==> src/design/edk_pkg.sv <==
// shared types and constants of the eager-defer key debouncer
// no dependencies; imported by the interfaces and the top level
package edk_pkg;

   localparam int MAX_KEYS          = 32;
   localparam int KEY_IDX_W         = 5;
   localparam int PIN_BITS          = 16;
   localparam int PIN_IDX_W         = 4;
   localparam int TIME_W            = 32;
   localparam int KEY_COUNT_DEFAULT = 16;

   localparam logic [TIME_W-1:0] DEFAULT_SETTLE_US = 32'd7000;

   // configuration register indexes
   localparam int CSR_IDX_W = 1;
   localparam logic [CSR_IDX_W-1:0] CSR_DEBOUNCE_MODE = 1'b0;
   localparam logic [CSR_IDX_W-1:0] CSR_SETTLE_TIME   = 1'b1;
   localparam int CSR_DATA_W = 32;

   // debounce mode codes
   localparam logic MODE_PASS  = 1'b0;
   localparam logic MODE_EAGER = 1'b1;

   typedef struct packed {
      logic              pressed;
      logic              pending;
      logic [TIME_W-1:0] start_time;
   } key_state_type;

   localparam int KEY_STATE_W = $bits(key_state_type);

endpackage

==> src/design/edk_req_if.sv <==
// scan request channel: raw pin levels and time stamp
// depends on edk_pkg
interface edk_req_if import edk_pkg::*; ();
   logic                valid;
   logic                ready;
   logic [PIN_BITS-1:0] raw_levels;
   logic [TIME_W-1:0]   now_us;

   modport source (output valid, output raw_levels, output now_us, input ready);
   modport sink   (input valid, input raw_levels, input now_us, output ready);
endinterface

==> src/design/edk_rsp_if.sv <==
// result channel: debounced pressed bitmap
// depends on edk_pkg
interface edk_rsp_if import edk_pkg::*; ();
   logic                valid;
   logic                ready;
   logic [PIN_BITS-1:0] pressed_keys;

   modport source (output valid, output pressed_keys, input ready);
   modport sink   (input valid, input pressed_keys, output ready);
endinterface

==> src/design/edk_ram.sv <==
// generic single-write, single-read ram with registered read data
// no dependencies
module edk_ram #(
   parameter int WIDTH = 8,
   parameter int DEPTH = 16
) (
   input  logic                                   clock,
   input  logic                                   wr_en,
   input  logic [((DEPTH > 1) ? $clog2(DEPTH) : 1)-1:0] wr_addr,
   input  logic [WIDTH-1:0]                       wr_data,
   input  logic [((DEPTH > 1) ? $clog2(DEPTH) : 1)-1:0] rd_addr,
   output logic [WIDTH-1:0]                       rd_data
);

   logic [WIDTH-1:0] mem_ff [DEPTH];
   logic [WIDTH-1:0] rd_data_ff;

   always_ff @(posedge clock) begin
      if (wr_en) begin
         mem_ff[wr_addr] <= wr_data;
      end
      rd_data_ff <= mem_ff[rd_addr];
   end

   assign rd_data = rd_data_ff;

endmodule

==> src/design/eager_defer_key_debouncer.sv <==
// Per-key debouncer, eager press and deferred release.
// Depends on edk_pkg, edk_req_if, edk_rsp_if and edk_ram.
//
// Usage:
//   req_chan carries one scan: raw_levels (active-low pin per key) and now_us,
//   a free-running 32-bit microsecond time. rsp_chan returns one pressed_keys
//   bitmap for every scan, in order. csr_we/csr_index/csr_wdata write
//   debounce_mode (index 0) and settle_time_us (index 1) while idle.
//   Each key's pressed flag, pending flag and start time live in one ram
//   entry. A scan walks the keys one per cycle: read an entry, update it on
//   the returned data, write it back while the next key is read.
//   Keys are walked one at a time through the single read port of the key
//   state ram, and a new scan is accepted only when the block is back in idle,
//   after the bitmap of the previous scan has been loaded for output.
//   A new scan is taken while the previous bitmap still waits in the output
//   register; a stalled receiver holds the block at the end of the next scan
//   until the bitmap is taken.
//   Reset: mode eager-defer, settle time 7000 us, all keys released with no
//   pending interval (per-entry valid bits, no clearing pass).
module eager_defer_key_debouncer import edk_pkg::*; #(
   parameter int KEY_COUNT = KEY_COUNT_DEFAULT
) (
   input  logic                  clock,
   input  logic                  reset,
   edk_req_if.sink               req_chan,
   edk_rsp_if.source             rsp_chan,
   input  logic                  csr_we,
   input  logic [CSR_IDX_W-1:0]  csr_index,
   input  logic [CSR_DATA_W-1:0] csr_wdata
);

   localparam int AW = (KEY_COUNT > 1) ? $clog2(KEY_COUNT) : 1;
   localparam logic [AW-1:0] LAST_KEY = AW'(KEY_COUNT - 1);
   localparam int LIVE_BITS = (KEY_COUNT < PIN_BITS) ? KEY_COUNT : PIN_BITS;
   localparam logic [PIN_BITS-1:0] LIVE_MASK =
      PIN_BITS'(((PIN_BITS + 1)'(1) << LIVE_BITS) - (PIN_BITS + 1)'(1));

   typedef enum logic [1:0] {S_IDLE, S_SCAN, S_FINISH} state_type;

   state_type           state_ff;
   logic                mode_ff;
   logic [TIME_W-1:0]   settle_ff;
   logic [PIN_BITS-1:0] levels_ff;
   logic [TIME_W-1:0]   now_ff;
   logic [AW-1:0]       rd_idx_ff;
   logic                rd_active_ff;
   logic [AW-1:0]       proc_idx_ff;
   logic                proc_valid_ff;
   logic                proc_live_ff;
   logic [KEY_COUNT-1:0] written_ff;
   logic [PIN_BITS-1:0] bitmap_ff;
   logic                rsp_valid_ff;
   logic [PIN_BITS-1:0] rsp_data_ff;

   logic                req_xfer;
   logic                rsp_xfer;
   logic [KEY_STATE_W-1:0] ram_rd_data;
   key_state_type       entry_cur;
   key_state_type       entry_in;
   logic [MAX_KEYS-1:0] pin_pressed;
   logic [KEY_IDX_W-1:0] key_sel;
   logic                lvl;
   logic [TIME_W-1:0]   elapsed;
   logic [PIN_BITS-1:0] bitmap_in;

   assign req_chan.ready = (state_ff == S_IDLE);
   assign req_xfer       = req_chan.valid && req_chan.ready;
   assign rsp_chan.valid = rsp_valid_ff;
   assign rsp_chan.pressed_keys = rsp_data_ff;
   assign rsp_xfer       = rsp_valid_ff && rsp_chan.ready;

   edk_ram #(
      .WIDTH (KEY_STATE_W),
      .DEPTH (KEY_COUNT)
   ) u_key_ram (
      .clock   (clock),
      .wr_en   (proc_valid_ff),
      .wr_addr (proc_idx_ff),
      .wr_data (entry_in),
      .rd_addr (rd_idx_ff),
      .rd_data (ram_rd_data)
   );

   // an entry never written reads as released, not pending, time zero
   always_comb begin
      if (proc_live_ff) begin
         entry_cur = key_state_type'(ram_rd_data);
      end else begin
         entry_cur = '0;
      end
   end

   assign pin_pressed = MAX_KEYS'(~levels_ff);
   assign key_sel     = KEY_IDX_W'(proc_idx_ff);
   assign lvl         = pin_pressed[key_sel];
   assign elapsed     = now_ff - entry_cur.start_time;

   always_comb begin
      entry_in = entry_cur;
      if (mode_ff == MODE_PASS) begin
         entry_in.pressed = lvl;
      end else if (lvl != entry_cur.pressed) begin
         if (!entry_cur.pending) begin
            entry_in.pending    = 1'b1;
            entry_in.start_time = now_ff;
            if (lvl) begin
               entry_in.pressed = 1'b1;
            end
         end else if (elapsed >= settle_ff) begin
            entry_in.pending = 1'b0;
            if (!lvl) begin
               entry_in.pressed = 1'b0;
            end
         end
      end else begin
         entry_in.pending = 1'b0;
      end
   end

   always_comb begin
      bitmap_in = bitmap_ff;
      if (req_xfer) begin
         bitmap_in = '0;
      end else if (proc_valid_ff && (key_sel < KEY_IDX_W'(PIN_BITS))) begin
         bitmap_in[key_sel[PIN_IDX_W-1:0]] = entry_in.pressed;
      end
   end

   always_ff @(posedge clock) begin
      if (reset) begin
         state_ff      <= S_IDLE;
         mode_ff       <= MODE_EAGER;
         settle_ff     <= DEFAULT_SETTLE_US;
         rd_active_ff  <= 1'b0;
         proc_valid_ff <= 1'b0;
         written_ff    <= '0;
         rsp_valid_ff  <= 1'b0;
      end else begin
         if (csr_we) begin
            case (csr_index)
               CSR_DEBOUNCE_MODE: mode_ff   <= csr_wdata[0];
               CSR_SETTLE_TIME:   settle_ff <= TIME_W'(csr_wdata);
               default: ;
            endcase
         end

         // the finish state reloads the output register itself
         if (rsp_xfer && (state_ff != S_FINISH)) begin
            rsp_valid_ff <= 1'b0;
         end

         // read of key k+1 overlaps the write-back of key k
         proc_valid_ff <= rd_active_ff;
         proc_idx_ff   <= rd_idx_ff;
         proc_live_ff  <= written_ff[rd_idx_ff];
         if (rd_active_ff) begin
            rd_idx_ff <= rd_idx_ff + AW'(1);
            if (rd_idx_ff == LAST_KEY) begin
               rd_active_ff <= 1'b0;
            end
         end
         if (proc_valid_ff) begin
            written_ff[proc_idx_ff] <= 1'b1;
         end
         bitmap_ff <= bitmap_in;

         case (state_ff)
            S_IDLE: begin
               if (req_xfer) begin
                  levels_ff    <= req_chan.raw_levels;
                  now_ff       <= req_chan.now_us;
                  rd_idx_ff    <= '0;
                  rd_active_ff <= 1'b1;
                  state_ff     <= S_SCAN;
               end
            end
            S_SCAN: begin
               if (proc_valid_ff && (proc_idx_ff == LAST_KEY)) begin
                  state_ff <= S_FINISH;
               end
            end
            S_FINISH: begin
               if (!rsp_valid_ff || rsp_chan.ready) begin
                  rsp_valid_ff <= 1'b1;
                  rsp_data_ff  <= bitmap_ff & LIVE_MASK;
                  state_ff     <= S_IDLE;
               end
            end
            default: state_ff <= S_IDLE;
         endcase
      end
   end

   a_write_in_scan: assert property (@(posedge clock) disable iff (reset)
      proc_valid_ff |-> (state_ff == S_SCAN))
      else $error("key state written outside a scan");

   a_scan_starts_at_zero: assert property (@(posedge clock) disable iff (reset)
      req_xfer |=> (rd_active_ff && (rd_idx_ff == '0) && !proc_valid_ff))
      else $error("scan did not start at the first key");

   a_no_read_when_idle: assert property (@(posedge clock) disable iff (reset)
      (state_ff == S_IDLE) |-> (!rd_active_ff && !proc_valid_ff))
      else $error("key walk active while idle");

   a_dead_bits_zero: assert property (@(posedge clock) disable iff (reset)
      rsp_valid_ff |-> ((rsp_data_ff & ~LIVE_MASK) == '0))
      else $error("pressed bit set for a key that does not exist");

   a_finish_after_last: assert property (@(posedge clock) disable iff (reset)
      ((state_ff == S_SCAN) && $past(state_ff == S_SCAN) && !rd_active_ff
       && !proc_valid_ff) |-> 1'b0)
      else $error("scan stalled without reaching the last key");

endmodule
==> src/flat_wrapper.sv <==
// flat-port wrapper written by rule: the top's interface ports become plain ports
module eager_defer_key_debouncer_flat import edk_pkg::*;
#(
   parameter int KEY_COUNT = KEY_COUNT_DEFAULT
)
  (clock, reset, csr_we, csr_index, csr_wdata, req_chan_valid, req_chan_raw_levels, req_chan_now_us, req_chan_ready, rsp_chan_valid, rsp_chan_pressed_keys, rsp_chan_ready);
  edk_req_if req_chan_i ();
  edk_rsp_if rsp_chan_i ();
  input  logic clock;
  input  logic reset;
  input  logic csr_we;
  input  logic [CSR_IDX_W-1:0] csr_index;
  input  logic [CSR_DATA_W-1:0] csr_wdata;
  input wire logic [$bits(req_chan_i.valid)-1:0] req_chan_valid;
  input wire logic [$bits(req_chan_i.raw_levels)-1:0] req_chan_raw_levels;
  input wire logic [$bits(req_chan_i.now_us)-1:0] req_chan_now_us;
  output wire logic [$bits(req_chan_i.ready)-1:0] req_chan_ready;
  output wire logic [$bits(rsp_chan_i.valid)-1:0] rsp_chan_valid;
  output wire logic [$bits(rsp_chan_i.pressed_keys)-1:0] rsp_chan_pressed_keys;
  input wire logic [$bits(rsp_chan_i.ready)-1:0] rsp_chan_ready;
  assign req_chan_i.valid = req_chan_valid;
  assign req_chan_i.raw_levels = req_chan_raw_levels;
  assign req_chan_i.now_us = req_chan_now_us;
  assign req_chan_ready = req_chan_i.ready;
  assign rsp_chan_valid = rsp_chan_i.valid;
  assign rsp_chan_pressed_keys = rsp_chan_i.pressed_keys;
  assign rsp_chan_i.ready = rsp_chan_ready;
  eager_defer_key_debouncer #(.KEY_COUNT(KEY_COUNT)) u_core (.clock(clock), .reset(reset), .req_chan(req_chan_i), .rsp_chan(rsp_chan_i), .csr_we(csr_we), .csr_index(csr_index), .csr_wdata(csr_wdata));
endmodule
==> config.mk <==
export PLATFORM = sky130hd
export DESIGN_NAME = eager_defer_key_debouncer_flat
export DESIGN_NICKNAME = d
export VERILOG_FILES = /design/src/design/edk_pkg.sv /design/src/design/edk_req_if.sv /design/src/design/edk_rsp_if.sv /design/src/design/edk_ram.sv /design/src/design/eager_defer_key_debouncer.sv /design/src/flat_wrapper.sv
export SDC_FILE = /design/constraint.sdc
export NUM_CORES = 1
export LEC_CHECK = 0
export CELL_PAD_IN_SITES_DETAIL_PLACEMENT = 0
export CELL_PAD_IN_SITES_GLOBAL_PLACEMENT = 1
export CORE_AREA = 2 2 247 249
export DETAILED_ROUTE_END_ITERATION = 6
export DIE_AREA = 0 0 249 251
export DONT_BUFFER_PORTS = 1
export GPL_ROUTABILITY_DRIVEN = 0
export MAX_ROUTING_LAYER = met4
export PLACE_DENSITY = 0.69
export SETUP_SLACK_MARGIN = 0.3
export SYNTH_ARGS = -nofsm -noshare
export SYNTH_HDL_FRONTEND = slang
export SYNTH_HIERARCHICAL = 1
export SYNTH_SLANG_ARGS = --single-unit
==> constraint.sdc <==
create_clock -name clock -period 6.97 [get_ports clock]
set_input_delay 1.394 -clock clock [delete_from_list [all_inputs] [get_ports clock]]
set_output_delay 1.394 -clock clock [all_outputs]
set_load 0.02 [all_outputs]
==> impl_metrics.csv <==
group,metric,value,unit
run_status,status,"complete, no violations",
synthesis,netlist_instances,1729,
setup_path,max_stage_delay,0.95,ns
synthesis,ys_top_cells_by_area,"edfxtp_1, mux4_2, dfxtp_1",
floorplan,die_h,251,um
setup_path,critical_path_class,"flip-flop to flip-flop",
power,pwr_density_cell,305,mW/mm^2
global_route,antenna_found_initial,0,
setup_path,worst_path_most_repeated_cell,"o21ai_0",
floorplan,io_pins,104,
worst_hold_path,hold_path_class,"flip-flop to flip-flop",
sta,fin_ws,0.904,ns
global_route,grt_max_degree,140,
synthesis,synthArstFlopShare,0,%
place,hpwl,39100,um
synthesis,syn_area,0.0291,mm^2
job,maxCapViolCount,0,
route,wl_per_cell,26.2,um
global_route,grt_pass1_wl,102000,um
sta,fin_crit,6.07,ns
clock_tree,ctsLongestPathBuffers,3,
floorplan,initial_core_util,48.7,%
sta,grt_setup_unrepaired,"false",
finish,area_growth,12.2,%
sta,skew,0.0154,ns
setup_path,crit_slowest_cell,"edfxtp_1",
sta,setup_viol,0,
power,p_seq_share,50.5,%
clock_tree,htreeDepth,3,
floorplan,die_x,249,um
finish,finalCoreUtilization,54.7,%
sta,slew_violations,0,
synthesis,synthesis.nets,1883,
finish,nets,1937,
setup_path,end_kind,"flip-flop",
power,swShare,23.6,%
setup_path,cp.depth,20,
setup_path,reg2regPathDepth,20,
power,p_int,7.61,mW
synthesis,syn_avg_cell_area,16.9,um^2
global_route,grt_overflow,0,
finish,final_common_cell,"edfxtp_1",
route,wl,68800,um
synthesis,synth-main-ff-cell,"edfxtp_1",
power,power_switching,2.35,mW
setup_path,path_max_fanout,25,
place,port_buffers,0,
global_route,grt.total_usage,23.1,%
sta,fmaxAchievable,165,MHz
synthesis,seq_area_frac_synth,71.3,%
clock_tree,cts.clk_slew.worst_paths,0.06,ns
setup_path,critPathBufInv,1,
worst_hold_path,whs_path_depth,0,
clock_tree,cts_made_buffers,75,
floorplan,dieArea,0.0625,mm^2
clock_tree,cts_tree,"done",
route,drt_iter0_markers,1511,
clock_tree,cts_hold_buf,0,
sta,period_share,87.0,%
finish,diodes,0,
finish,mostFrequentLayoutCells,"edfxtp_1, nand2_1, mux4_2",
setup_path,start_kind,"flip-flop",
power,comb_power_share,11.4,%
clock_tree,post_cts_buffers,0,
route,viasPerCell,5.95,
finish,n_fill_cell,4655,
route,first_pass_iters,5,
power,leakage,10.8,nW
power,peakVddDrop,0.000166,V
clock_tree,root_buffer,"clkbuf_16",
sta,tightest_slew,1.11,ns
global_route,first_global_vias,15800,
floorplan,fp-row-count,90,
synthesis,synth_top_area_share,65.2,%
power,p_clk_share,38.1,%
sta,timing.setup.tns,0,ns
setup_path,worstPathCellList,"nand2_1 > ha_1 > nor2b_1 > o31a_1 > o41a_1 > a211o_1 > a21oi_1 > o21ai_0 > a21oi_1 > xnor2_1 > ha_1 > nand4_1 > nor2_1 > a2111oi_0 > o21ai_0 > a211oi_1 > a21oi_2 > o31ai_2 > buf_4 > o21ai_0",
synthesis,synth.distinct_cells,61,
clock_tree,clkSinkCount,721,
clock_tree,cts_resized,0,
setup_path,crit_required,7.31,ns
floorplan,core,0.0598,mm^2
sta,finalHoldViolCount,0,
route,drc,0,
place,place_ws,0.850,ns
setup_path,crit_family,"compound AO/OA/AOI/OAI gates",
synthesis,synth_edf_count,633,
setup_path,reg2reg_slack,0.90,ns
route,ant_nets,0,
synthesis,synth_top_cell_by_area,"edfxtp_1",
finish,drive_above_1_share,19.0,%
synthesis,ys.warnings.count,6,
clock_tree,insertion_delay,0.61,ns
route,vias,15600,
sta,slew_headroom,25.4,%
synthesis,synth_seq_cells,721,
setup_path,critPathArrivalTime,6.41,ns
[registers in the layout, summed over array words and instances (netlist names)]
| register | count |
|---|---|
| u_core/bitmap_ff | 16 |
| u_core/levels_ff | 16 |
| u_core/mode_ff | 1 |
| u_core/now_ff | 32 |
| u_core/proc_idx_ff | 4 |
| u_core/proc_live_ff | 1 |
| u_core/proc_valid_ff | 1 |
| u_core/rd_active_ff | 1 |
| u_core/rd_idx_ff | 4 |
| u_core/rsp_chan.pressed_keys | 16 |
| u_core/rsp_chan.valid | 1 |
| u_core/settle_ff | 32 |
| u_core/state_ff | 2 |
| u_core/u_key_ram/mem_ff | 544 |
| u_core/u_key_ram/rd_data | 34 |
| u_core/written_ff | 16 |
[power by group through the flow]
stage,Clock [mW],Combinational [mW],Sequential [mW]
floorplan,0,0.801,5.09
global placement,0,1.10,5.12
detailed placement,0,1.14,5.12
CTS,3.89,1.14,5.03
global route,4.05,1.25,5.04
finish,3.79,1.13,5.03
[stage by stage]
step                      power [mW]  instance area [um^2]  cells  hold slack, ns
after CTS                       10.1                 32700   2625           0.451
final                           9.96                 32700   2625           0.447
after floorplan                 5.89                 29100   1729           0.426
after global routing            10.3                 32700   2625           0.464
after global placement          6.22                 30300   2488           0.439
after detailed placement        6.26                 30300   2488           0.437
[cell families after synthesis]
group	synth area share, %
flops	71.3
compound gates	6.29
fa+ha+maj	2.95
xor+xnor	0.932
buf+inv	1.92
mux	11.4
simple gates	5.21
[metal layers]
layer	GRT usage, %	wire (um)
met2	36.4	33300
met3	3.15	3880
met1	31.6	30100
met5	-	0
met4	6.94	1550
[cells in the mapped netlist, drive strengths merged, types with 2 or more instances]
master / number
edfxtp: 633
nand2: 187
mux4: 146
dfxtp: 88
a21oi: 71
a22oi: 68
o21ai: 68
ha: 67
nor2: 59
clkbuf: 56
inv: 46
nand3: 31
buf: 27
a21o: 21
xnor2: 20
nand4: 14
nor2b: 12
a31oi: 11
nand2b: 11
o211ai: 11
xor2: 11
nor3: 10
and2: 8
o21bai: 5
a211oi: 4
and3: 4
a2111oi: 3
mux2i: 3
nand3b: 3
a211o: 2
and4: 2
o21a: 2
o311ai: 2
o31a: 2
o31ai: 2
or3: 2
[final timing paths]
path / start / to
max: u_core/proc_live_ff$_DFFE_PN_ / u_core/bitmap_ff[4]$_SDFFCE_PP0P_
min reg2reg: u_core/bitmap_ff[2]$_SDFFCE_PP0P_ / u_core/rsp_chan.pressed_keys[2]$_DFFE_PP_
min: u_core/bitmap_ff[2]$_SDFFCE_PP0P_ / u_core/rsp_chan.pressed_keys[2]$_DFFE_PP_
max reg2reg: u_core/proc_live_ff$_DFFE_PN_ / u_core/bitmap_ff[4]$_SDFFCE_PP0P_
[area by class of cell]
class / instances / area, um^2 / share of cell area [%]
multi-input combinational: 878 / 7960 / 24.4
inverter: 47 / 176 / 0.540
timing repair buffer: 60 / 463 / 1.42
clock inverter: 26 / 194 / 0.593
sequential: 721 / 20800 / 63.5
clock buffer: 111 / 2150 / 6.56
tap: 782 / 978 / 2.99
[worst reg2reg max path, stage by stage (launching register included)]
cell and delay, ns:
edfxtp_1 0.95, nand2_1 0.27, ha_1 0.34, nor2b_1 0.14, o31a_1 0.27, o41a_1 0.44, a211o_1 0.32, a21oi_1 0.21
o21ai_0 0.15, a21oi_1 0.23, xnor2_1 0.16, ha_1 0.29, nand4_1 0.16, nor2_1 0.05, a2111oi_0 0.52, o21ai_0 0.15
a211oi_1 0.36, a21oi_2 0.13, o31ai_2 0.25, buf_4 0.29, o21ai_0 0.14
(Power assumes the default switching activity.)
